[src/hw/rtl/i2p_pkg.sv]
// shared types, constants and precedence functions for the infix to postfix converter
`timescale 1ns / 1ps

package i2p_pkg;

	localparam int STACK_DEPTH = 32;
	localparam int ADDR_W      = $clog2(STACK_DEPTH);
	localparam int CNT_W       = $clog2(STACK_DEPTH + 1);

	localparam int QUEUE_DEPTH = 2;
	localparam int QPTR_W      = $clog2(QUEUE_DEPTH);
	localparam int QCNT_W      = $clog2(QUEUE_DEPTH + 1);

	localparam int PREC_W = 4;

	localparam logic [7:0] CH_PLUS  = 8'h2B;
	localparam logic [7:0] CH_MINUS = 8'h2D;
	localparam logic [7:0] CH_MUL   = 8'h2A;
	localparam logic [7:0] CH_DIV   = 8'h2F;
	localparam logic [7:0] CH_POW   = 8'h5E;
	localparam logic [7:0] CH_NOT   = 8'h7E;
	localparam logic [7:0] CH_OPEN  = 8'h28;
	localparam logic [7:0] CH_CLOSE = 8'h29;

	localparam logic [1:0] ERR_NONE      = 2'd0;
	localparam logic [1:0] ERR_OVERFLOW  = 2'd1;
	localparam logic [1:0] ERR_UNMATCHED = 2'd2;

	typedef enum logic [1:0] {
		CLS_OPERAND,
		CLS_OPER,
		CLS_CLOSE,
		CLS_FLUSH
	} cls_t;

	typedef struct packed {
		cls_t              cls;
		logic [7:0]        sym;
		logic [PREC_W-1:0] prec;
	} cmd_t;

	function automatic logic [PREC_W-1:0] prec_out(input logic [7:0] c);
		logic [PREC_W-1:0] p;
		p = '0;
		case (c) inside
			CH_PLUS, CH_MINUS: p = PREC_W'(1);
			CH_MUL, CH_DIV:    p = PREC_W'(3);
			CH_POW:            p = PREC_W'(6);
			CH_NOT:            p = PREC_W'(8);
			CH_OPEN:           p = PREC_W'(9);
			default:           p = '0;
		endcase
		return p;
	endfunction

	function automatic logic [PREC_W-1:0] prec_in(input logic [7:0] c);
		logic [PREC_W-1:0] p;
		p = '0;
		case (c) inside
			CH_PLUS, CH_MINUS: p = PREC_W'(2);
			CH_MUL, CH_DIV:    p = PREC_W'(4);
			CH_POW:            p = PREC_W'(5);
			CH_NOT:            p = PREC_W'(7);
			default:           p = '0;
		endcase
		return p;
	endfunction

endpackage

[src/hw/rtl/infix_to_postfix_converter.sv]
// top level of the infix to postfix converter
`timescale 1ns / 1ps

// Converts an infix expression, one byte per input item, to postfix order.
// Input channel: item_valid / item_stall with kind and symbol; kind 1 ends
// the expression and flushes the operator stack.
// Output channel: result_valid / result_stall with out_symbol, last, error;
// last marks the final result of an input item, error reports a dropped
// push on a full stack or an unmatched close parenthesis.
// A two-entry command queue parts the classifying front end from the stack
// engine, so items keep being accepted while the engine is busy.
// An accepted operand passes through the command queue and then the output
// register. In the engine, an operand, an unmatched close or an end item on
// an empty stack is handled in the idle state alone; any other item passes a
// read state and an evaluate state, and again for each further stack entry it
// pops, since the stack memory is read through a register. A stalled result
// makes the engine wait.
// Reset empties the queue, the stack and the output register at once.
// While result_stall is high the result holds; the engine waits, the queue
// fills and then item_stall rises.
module infix_to_postfix_converter (
	input  logic       clk,
	input  logic       arst_n,
	input  logic       item_valid,
	output logic       item_stall,
	input  logic       kind,
	input  logic [7:0] symbol,
	output logic       result_valid,
	input  logic       result_stall,
	output logic [7:0] out_symbol,
	output logic       last,
	output logic [1:0] error
);

	logic          q_full;
	logic          push;
	i2p_pkg::cmd_t push_cmd;
	logic          cmd_valid;
	logic          cmd_stall;
	i2p_pkg::cmd_t cmd;

	i2p_front u_front (
		.item_valid (item_valid),
		.item_stall (item_stall),
		.kind       (kind),
		.symbol     (symbol),
		.q_full     (q_full),
		.push       (push),
		.push_cmd   (push_cmd)
	);

	i2p_queue u_queue (
		.clk       (clk),
		.arst_n    (arst_n),
		.push      (push),
		.push_cmd  (push_cmd),
		.full      (q_full),
		.pop_valid (cmd_valid),
		.pop_stall (cmd_stall),
		.pop_cmd   (cmd)
	);

	i2p_back u_back (
		.clk        (clk),
		.arst_n     (arst_n),
		.cmd_valid  (cmd_valid),
		.cmd_stall  (cmd_stall),
		.cmd        (cmd),
		.res_valid  (result_valid),
		.res_stall  (result_stall),
		.res_symbol (out_symbol),
		.res_last   (last),
		.res_error  (error)
	);

endmodule

[src/hw/rtl/i2p_front.sv]
// front end: accepts input items and classifies them into commands
`timescale 1ns / 1ps

module i2p_front (
	input  logic          item_valid,
	output logic          item_stall,
	input  logic          kind,
	input  logic [7:0]    symbol,
	input  logic          q_full,
	output logic          push,
	output i2p_pkg::cmd_t push_cmd
);

	i2p_pkg::cls_t cls;

	always_comb begin
		if (kind) begin
			cls = i2p_pkg::CLS_FLUSH;
		end else begin
			unique case (symbol) inside
				i2p_pkg::CH_PLUS, i2p_pkg::CH_MINUS, i2p_pkg::CH_MUL, i2p_pkg::CH_DIV,
				i2p_pkg::CH_POW, i2p_pkg::CH_NOT, i2p_pkg::CH_OPEN: cls = i2p_pkg::CLS_OPER;
				i2p_pkg::CH_CLOSE: cls = i2p_pkg::CLS_CLOSE;
				default:           cls = i2p_pkg::CLS_OPERAND;
			endcase
		end
	end

	assign push_cmd.cls  = cls;
	assign push_cmd.sym  = symbol;
	assign push_cmd.prec = i2p_pkg::prec_out(symbol);

	assign item_stall = q_full;
	assign push       = item_valid && !q_full;

endmodule

[src/hw/rtl/i2p_queue.sv]
// short command queue between front and back
`timescale 1ns / 1ps

module i2p_queue (
	input  logic          clk,
	input  logic          arst_n,
	input  logic          push,
	input  i2p_pkg::cmd_t push_cmd,
	output logic          full,
	output logic          pop_valid,
	input  logic          pop_stall,
	output i2p_pkg::cmd_t pop_cmd
);

	i2p_pkg::cmd_t                   entry_q [i2p_pkg::QUEUE_DEPTH];
	logic [i2p_pkg::QPTR_W-1:0]      wr_ptr_q;
	logic [i2p_pkg::QPTR_W-1:0]      rd_ptr_q;
	logic [i2p_pkg::QCNT_W-1:0]      fill_q;
	logic                            pop;

	assign full      = fill_q == i2p_pkg::QCNT_W'(i2p_pkg::QUEUE_DEPTH);
	assign pop_valid = fill_q != '0;
	assign pop       = pop_valid && !pop_stall;
	assign pop_cmd   = entry_q[rd_ptr_q];

	always_ff @(posedge clk or negedge arst_n) begin
		if (!arst_n) begin
			wr_ptr_q <= '0;
			rd_ptr_q <= '0;
			fill_q   <= '0;
		end else begin
			if (push) begin
				wr_ptr_q <= wr_ptr_q + i2p_pkg::QPTR_W'(1);
			end
			if (pop) begin
				rd_ptr_q <= rd_ptr_q + i2p_pkg::QPTR_W'(1);
			end
			if (push && !pop) begin
				fill_q <= fill_q + i2p_pkg::QCNT_W'(1);
			end else if (pop && !push) begin
				fill_q <= fill_q - i2p_pkg::QCNT_W'(1);
			end
		end
	end

	always_ff @(posedge clk) begin
		if (push) begin
			entry_q[wr_ptr_q] <= push_cmd;
		end
	end

endmodule

[src/hw/rtl/i2p_back.sv]
// back end: operator stack engine and result register
`timescale 1ns / 1ps

module i2p_back (
	input  logic          clk,
	input  logic          arst_n,
	input  logic          cmd_valid,
	output logic          cmd_stall,
	input  i2p_pkg::cmd_t cmd,
	output logic          res_valid,
	input  logic          res_stall,
	output logic [7:0]    res_symbol,
	output logic          res_last,
	output logic [1:0]    res_error
);

	typedef enum logic [1:0] {
		S_IDLE,
		S_READ,
		S_EVAL
	} state_t;

	localparam int CW = i2p_pkg::CNT_W;
	localparam int AW = i2p_pkg::ADDR_W;

	state_t           state_q;
	i2p_pkg::cmd_t    cur_q;
	logic [7:0]       top_q;
	logic [CW-1:0]    cnt_q;
	logic [CW-1:0]    open_q;
	logic             res_valid_q;
	logic [7:0]       res_symbol_q;
	logic             res_last_q;
	logic [1:0]       res_error_q;

	logic [7:0]       stack_mem [i2p_pkg::STACK_DEPTH];
	logic [7:0]       rd_q;
	logic [CW-1:0]    rd_cnt;
	logic [CW-1:0]    wr_cnt;
	logic             mem_we;

	logic             out_free;
	logic             idle_emit;
	logic             idle_go;
	logic             top_is_open;
	logic             more;
	logic             full_stack;
	logic [CW-1:0]    nonparen;
	logic             do_pop;
	logic             emit;
	logic [7:0]       e_sym;
	logic             e_last;
	logic [1:0]       e_err;
	logic             go;
	logic             res_load;

	assign out_free    = !res_valid_q || !res_stall;
	assign top_is_open = top_q == i2p_pkg::CH_OPEN;
	assign more        = cnt_q > CW'(1);
	assign full_stack  = cnt_q == CW'(i2p_pkg::STACK_DEPTH);
	assign nonparen    = cnt_q - open_q;
	assign rd_cnt      = cnt_q - CW'(2);
	assign wr_cnt      = cnt_q - CW'(1);

	assign idle_emit = (cmd.cls == i2p_pkg::CLS_OPERAND) ||
		(cmd.cls == i2p_pkg::CLS_CLOSE && open_q == '0);
	assign idle_go   = !idle_emit || out_free;
	assign cmd_stall = !(state_q == S_IDLE && idle_go);

	always_comb begin
		do_pop = 1'b0;
		emit   = 1'b0;
		e_sym  = top_q;
		e_last = 1'b0;
		e_err  = i2p_pkg::ERR_NONE;
		case (cur_q.cls)
			i2p_pkg::CLS_OPER: begin
				do_pop = (cnt_q != '0) && (cur_q.prec <= i2p_pkg::prec_in(top_q));
				if (do_pop) begin
					emit   = 1'b1;
					e_last = !more || (cur_q.prec > i2p_pkg::prec_in(rd_q));
				end else if (full_stack) begin
					emit   = 1'b1;
					e_sym  = '0;
					e_last = 1'b1;
					e_err  = i2p_pkg::ERR_OVERFLOW;
				end
			end
			i2p_pkg::CLS_CLOSE: begin
				do_pop = 1'b1;
				emit   = !top_is_open;
				e_last = rd_q == i2p_pkg::CH_OPEN;
			end
			i2p_pkg::CLS_FLUSH: begin
				do_pop = 1'b1;
				emit   = !top_is_open;
				e_last = nonparen == CW'(1);
			end
			default: begin
				do_pop = 1'b0;
			end
		endcase
	end

	assign go     = !emit || out_free;
	assign mem_we = state_q == S_EVAL && go && cur_q.cls == i2p_pkg::CLS_OPER &&
		!do_pop && cnt_q != '0 && !full_stack;

	// a new result enters the output register this cycle
	assign res_load = (state_q == S_IDLE && cmd_valid && idle_go && idle_emit) ||
		(state_q == S_EVAL && go && emit);

	always_ff @(posedge clk) begin
		if (mem_we) begin
			stack_mem[wr_cnt[AW-1:0]] <= top_q;
		end
		rd_q <= stack_mem[rd_cnt[AW-1:0]];
	end

	always_ff @(posedge clk or negedge arst_n) begin
		if (!arst_n) begin
			state_q      <= S_IDLE;
			cur_q        <= '0;
			top_q        <= '0;
			cnt_q        <= '0;
			open_q       <= '0;
			res_valid_q  <= 1'b0;
			res_symbol_q <= '0;
			res_last_q   <= 1'b0;
			res_error_q  <= i2p_pkg::ERR_NONE;
		end else begin
			if (res_valid_q && !res_stall && !res_load) begin
				res_valid_q <= 1'b0;
			end
			unique case (state_q)
				S_IDLE: begin
					if (cmd_valid && idle_go) begin
						if (cmd.cls == i2p_pkg::CLS_OPERAND) begin
							res_valid_q  <= 1'b1;
							res_symbol_q <= cmd.sym;
							res_last_q   <= 1'b1;
							res_error_q  <= i2p_pkg::ERR_NONE;
						end else if (cmd.cls == i2p_pkg::CLS_CLOSE && open_q == '0) begin
							res_valid_q  <= 1'b1;
							res_symbol_q <= '0;
							res_last_q   <= 1'b1;
							res_error_q  <= i2p_pkg::ERR_UNMATCHED;
						end else if (!(cmd.cls == i2p_pkg::CLS_FLUSH && cnt_q == '0)) begin
							cur_q   <= cmd;
							state_q <= S_READ;
						end
					end
				end
				S_READ: begin
					state_q <= S_EVAL;
				end
				S_EVAL: begin
					if (go) begin
						if (emit) begin
							res_valid_q  <= 1'b1;
							res_symbol_q <= e_sym;
							res_last_q   <= e_last;
							res_error_q  <= e_err;
						end
						case (cur_q.cls)
							i2p_pkg::CLS_OPER: begin
								if (do_pop && e_last) begin
									// pop and push in one step, depth unchanged
									top_q   <= cur_q.sym;
									state_q <= S_IDLE;
								end else if (do_pop) begin
									top_q   <= rd_q;
									cnt_q   <= cnt_q - CW'(1);
									state_q <= S_READ;
								end else begin
									if (!full_stack) begin
										top_q <= cur_q.sym;
										cnt_q <= cnt_q + CW'(1);
										if (cur_q.sym == i2p_pkg::CH_OPEN) begin
											open_q <= open_q + CW'(1);
										end
									end
									state_q <= S_IDLE;
								end
							end
							i2p_pkg::CLS_CLOSE: begin
								top_q <= rd_q;
								cnt_q <= cnt_q - CW'(1);
								if (top_is_open) begin
									open_q  <= open_q - CW'(1);
									state_q <= S_IDLE;
								end else begin
									state_q <= S_READ;
								end
							end
							i2p_pkg::CLS_FLUSH: begin
								top_q <= rd_q;
								cnt_q <= cnt_q - CW'(1);
								if (top_is_open) begin
									open_q <= open_q - CW'(1);
								end
								state_q <= more ? S_READ : S_IDLE;
							end
							default: begin
								state_q <= S_IDLE;
							end
						endcase
					end
				end
				default: begin
					state_q <= S_IDLE;
				end
			endcase
		end
	end

	assign res_valid  = res_valid_q;
	assign res_symbol = res_symbol_q;
	assign res_last   = res_last_q;
	assign res_error  = res_error_q;

endmodule
[config.mk]
export PLATFORM = sky130hd
export DESIGN_NAME = infix_to_postfix_converter
export DESIGN_NICKNAME = d
export VERILOG_FILES = /design/src/hw/rtl/i2p_pkg.sv /design/src/hw/rtl/infix_to_postfix_converter.sv /design/src/hw/rtl/i2p_front.sv /design/src/hw/rtl/i2p_queue.sv /design/src/hw/rtl/i2p_back.sv
export SDC_FILE = /design/constraint.sdc
export NUM_CORES = 1
export LEC_CHECK = 0
export BUFFER_PORTS_ARGS = -buffer_cell sky130_fd_sc_hd__buf_2
export CELL_PAD_IN_SITES_DETAIL_PLACEMENT = 0
export CELL_PAD_IN_SITES_GLOBAL_PLACEMENT = 1
export CORE_ASPECT_RATIO = 1.75
export CORE_MARGIN = 2
export CORE_UTILIZATION = 26
export CTS_BUF_LIST = sky130_fd_sc_hd__clkbuf_4
export DETAILED_ROUTE_END_ITERATION = 16
export PLACE_DENSITY_LB_ADDON = 0.05
export SLEW_MARGIN = 20
export SYNTH_ARGS = -nofsm -noshare
export SYNTH_HDL_FRONTEND = slang
export SYNTH_HIERARCHICAL = 1
export SYNTH_SLANG_ARGS = --single-unit
[constraint.sdc]
create_clock -name clk -period 5.5 [get_ports clk]
set_input_delay 0.825 -clock clk [delete_from_list [all_inputs] [get_ports clk]]
set_output_delay 0.825 -clock clk [all_outputs]
set_load 0.01 [all_outputs]
==> flow_metrics.env <==
export IMPL_status="finished clean"
export IMPL_hold_buffers=0
export IMPL_r2r_start="u_back/top_q[0]"
export IMPL_gp_congestion=0.710
export IMPL_hold_violations=0
export IMPL_fin_util_pct=30.1
export IMPL_setup_ws_ns=1.25
export IMPL_dp_cells=1627
export IMPL_area_delta_synth_final_pct=14.8
export IMPL_min_period_ns=4.25
export IMPL_grt_pass1_vias=8952
export IMPL_crit_arrival_ns=4.64
export IMPL_cts_resized=0
export IMPL_r2r_end="u_back/stack_mem[27][1]"
export IMPL_ioPinCount=26
export IMPL_synth_top_area_share_pct=57.0
export IMPL_syn_cell_area_mm2=0.0150
export IMPL_clock_path_buffers=3
export IMPL_h_tree_depth=3
export IMPL_max_freq_mhz=235
export IMPL_grt_overflow=0
export IMPL_start_kind="register"
export IMPL_seq_area_frac_synth_pct=66.8
export IMPL_final_net_count=988
export IMPL_min_path_type="in2async"
export IMPL_p_leak_nw=5.82
export IMPL_cts_root_buf="clkbuf_4"
export IMPL_drt_wirelength_per_cell_um=23.9
export IMPL_vias_per_cell=4.58
export IMPL_p_per_area_mw_per_mm2=579
export IMPL_vias=8192
export IMPL_drive_gt1_share_pct=32.7
export IMPL_worst_ep_required_time_ns=5.89
export IMPL_ir_worst_vdd_mv=0.310
export IMPL_start_util_pct=26.2
export IMPL_rsz0062_at_grt="false"
export IMPL_drt_wl_total_um=42700
export IMPL_yosys_warnings=6
export IMPL_synth_seq_cells=344
export IMPL_io_buffers=25
export IMPL_postSynthAreaPerCell_um2=17.6
export IMPL_synth_top_area_cell="edfxtp_1"
export IMPL_r2r_slack_ns=1.25
export IMPL_postRouteAntennaNets=0
export IMPL_cts_setup_buffers=0
export IMPL_core_area_mm2=0.0570
export IMPL_ys_top_cells_by_area="edfxtp_1 (57%), mux4_2 (12%), dfrtp_1 (8.7%), mux2_2 (2.2%), ha_1 (2.2%)"
export IMPL_slew_viol_final=0
export IMPL_num_rows=116
export IMPL_cts_tree="built"
export IMPL_drv_cap=0
export IMPL_grt_max_degree=53
export IMPL_crit_path_end_kind="register"
export IMPL_die_width_um=185
export IMPL_die_y_um=321
export IMPL_crit_path_max_fanout=21
export IMPL_first_pass_iters=4
export IMPL_ys_types=81
export IMPL_dieArea_mm2=0.0596
export IMPL_cts_made_buffers=85
export IMPL_place_hpwl_um=29400
export IMPL_drc=0
export IMPL_synth_edf_count=284
export IMPL_setup_violations=0
export IMPL_synthFlopType="edfxtp_1"
export IMPL_synth_top_cells_by_count="edfxtp_1 (284), mux4_2 (80), dfrtp_1 (52), nor2_1 (47), mux2_2 (29)"
export IMPL_clock_latency_ns=0.81
export IMPL_criticalPathCategory="reg2reg"
export IMPL_slew_headroom_pct=25.4
export IMPL_cts_sinks=344
export IMPL_worst_pin_slew_ns=1.11
export IMPL_period_share_pct=77.3
export IMPL_syn_inst=849
export IMPL_synth_nets=890
export IMPL_grt_total_usage_pct=14.9
export IMPL_clk_pin_slew_ns=0.07
export IMPL_fin_skew_ns=0.0511
export IMPL_dp_worst_setup_slack_ns=1.17
export IMPL_grt_first_pass_wirelength_um=62500
export IMPL_yosysMostFrequentCell="edfxtp_1"
export IMPL_tns_ns=0
export IMPL_final_cells=1788
export IMPL_synthArstFlopShare_pct=15.1
export IMPL_first_iter_violations=392
export IMPL_fillers=5624
export IMPL_r2r_cells=12
export IMPL_antenna_found_initial=3
## report_power, final
part / switching (W) / leakage, nW / internal, W
clock: 0.00110 / 0.662 / 0.00111
sequential: 0.000449 / 3.27 / 0.00341
combinational: 0.00225 / 1.89 / 0.00162
total: 0.00380 / 5.82 / 0.00614
## metrics by stage
step	instance area [µm²]	hold slack, ns	power [W]
2_1_floorplan	15000	0.448	0.00637
3_3_place_gp	16000	0.473	0.00789
3_5_place_dp	16000	0.469	0.00792
4_1_cts	17200	0.125	0.0102
5_1_grt	17200	0.191	0.0106
6_report	17200	0.171	0.00994
## placed cells by master, fill, tap and decap left out, types with 3 or more instances in the layout
| cell | n |
|---|---|
| o22ai_1 | 5 |
| buf_4 | 31 |
| bufinv_16 | 3 |
| inv_1 | 16 |
| mux2i_1 | 11 |
| and2_1 | 11 |
| clkinv_2 | 13 |
| xnor2_1 | 15 |
| nand3_1 | 19 |
| mux2_4 | 9 |
| nand4b_1 | 3 |
| nor4_1 | 7 |
| clkbuf_4 | 112 |
| o21ai_0 | 16 |
| o2111ai_1 | 8 |
| nor2b_1 | 8 |
| a22oi_1 | 4 |
| mux4_2 | 80 |
| nand4_1 | 9 |
| clkinv_1 | 26 |
| dfxtp_1 | 8 |
| nand2_1 | 27 |
| nor3_1 | 10 |
| xor2_1 | 12 |
| ha_1 | 25 |
| a21oi_1 | 9 |
| inv_2 | 3 |
| or3_1 | 3 |
| dfrtp_1 | 49 |
| mux2_1 | 8 |
| nor2_1 | 47 |
| a22o_1 | 8 |
| edfxtp_1 | 284 |
| mux2_2 | 29 |
| buf_2 | 25 |
## routing by layer
metal	wire length (µm)	up-vias	global-route usage, %
met5	0	-	0
met1	15300	4290	15.4
met3	1450	71	2.68
met4	1030	0	5.41
li1	-	3655	-
met2	24900	176	29.1
## flip-flops by register name (all words and copies together), names as in the netlist, 2 cells and up
register,flops
u_back/cnt_q,6
u_back/rd_q,8
u_back/cur_q,14
u_queue/entry_q,28
u_back/top_q,8
u_queue/fill_q,2
u_back/stack_mem,256
u_back/open_q,6
u_back/res_symbol,8
u_back/res_error,2
u_back/state_q,2
## how the worst max path moves through the flow
stage                     slack, ns  depth (start not counted)       startpoint                 endpoint
after detailed placement       1.17                         12  u_back/top_q[0]  u_back/stack_mem[16][3]
after global placement         1.11                         12  u_back/top_q[0]  u_back/stack_mem[27][2]
after CTS                      1.10                         11  u_back/top_q[0]  u_back/stack_mem[25][1]
after global routing           0.83                         12  u_back/top_q[0]  u_back/stack_mem[29][6]
final                          1.25                         12  u_back/top_q[0]  u_back/stack_mem[27][1]
after floorplan                1.81                         13  u_back/top_q[5]          u_back/top_q[0]
## critical path, stage by stage, from the launching register on
cell and delay, ns:
dfrtp_1 0.87, buf_4 0.38, o22ai_1 0.11, nand2_1 0.08, o21ai_0 0.09, nand3_1 0.12, ha_1 0.25, nand3_1 0.11
a21oi_1 0.12, nor4_1 0.61, nand2_1 0.11, buf_4 0.21, nor2_1 0.77
## cells by family (layout without fill, tap and decap cells)
| group | after synthesis | after routing | synth area share (%) |
|---|---|---|---|
| xor gates and xnor gates | 28 | 28 | 1.64 |
| DFF | 344 | 344 | 66.8 |
| adders and majority gates | 28 | 28 | 2.44 |
| buffers and inverters | 61 | 231 | 2.12 |
| and+or+nand+nor | 176 | 176 | 6.70 |
| other | 0 | 2 | 0 |
| muxes | 137 | 137 | 16.5 |
| AOI/OAI and AO/OA | 75 | 75 | 3.90 |
## area by class of cell
| class | count | area (µm²) | share of cell area (%) |
|---|---|---|---|
| well taps | 767 | 960 | 5.59 |
| multi-input cells | 444 | 4680 | 27.2 |
| repair buffers | 56 | 358 | 2.08 |
| diodes | 2 | 5.00 | 0.0291 |
| clock inverters | 47 | 279 | 1.62 |
| inverters | 16 | 60.1 | 0.350 |
| clock buffers | 112 | 841 | 4.89 |
| flip-flops and latches | 344 | 10000 | 58.2 |
Power figures use the tool's default switching activity.
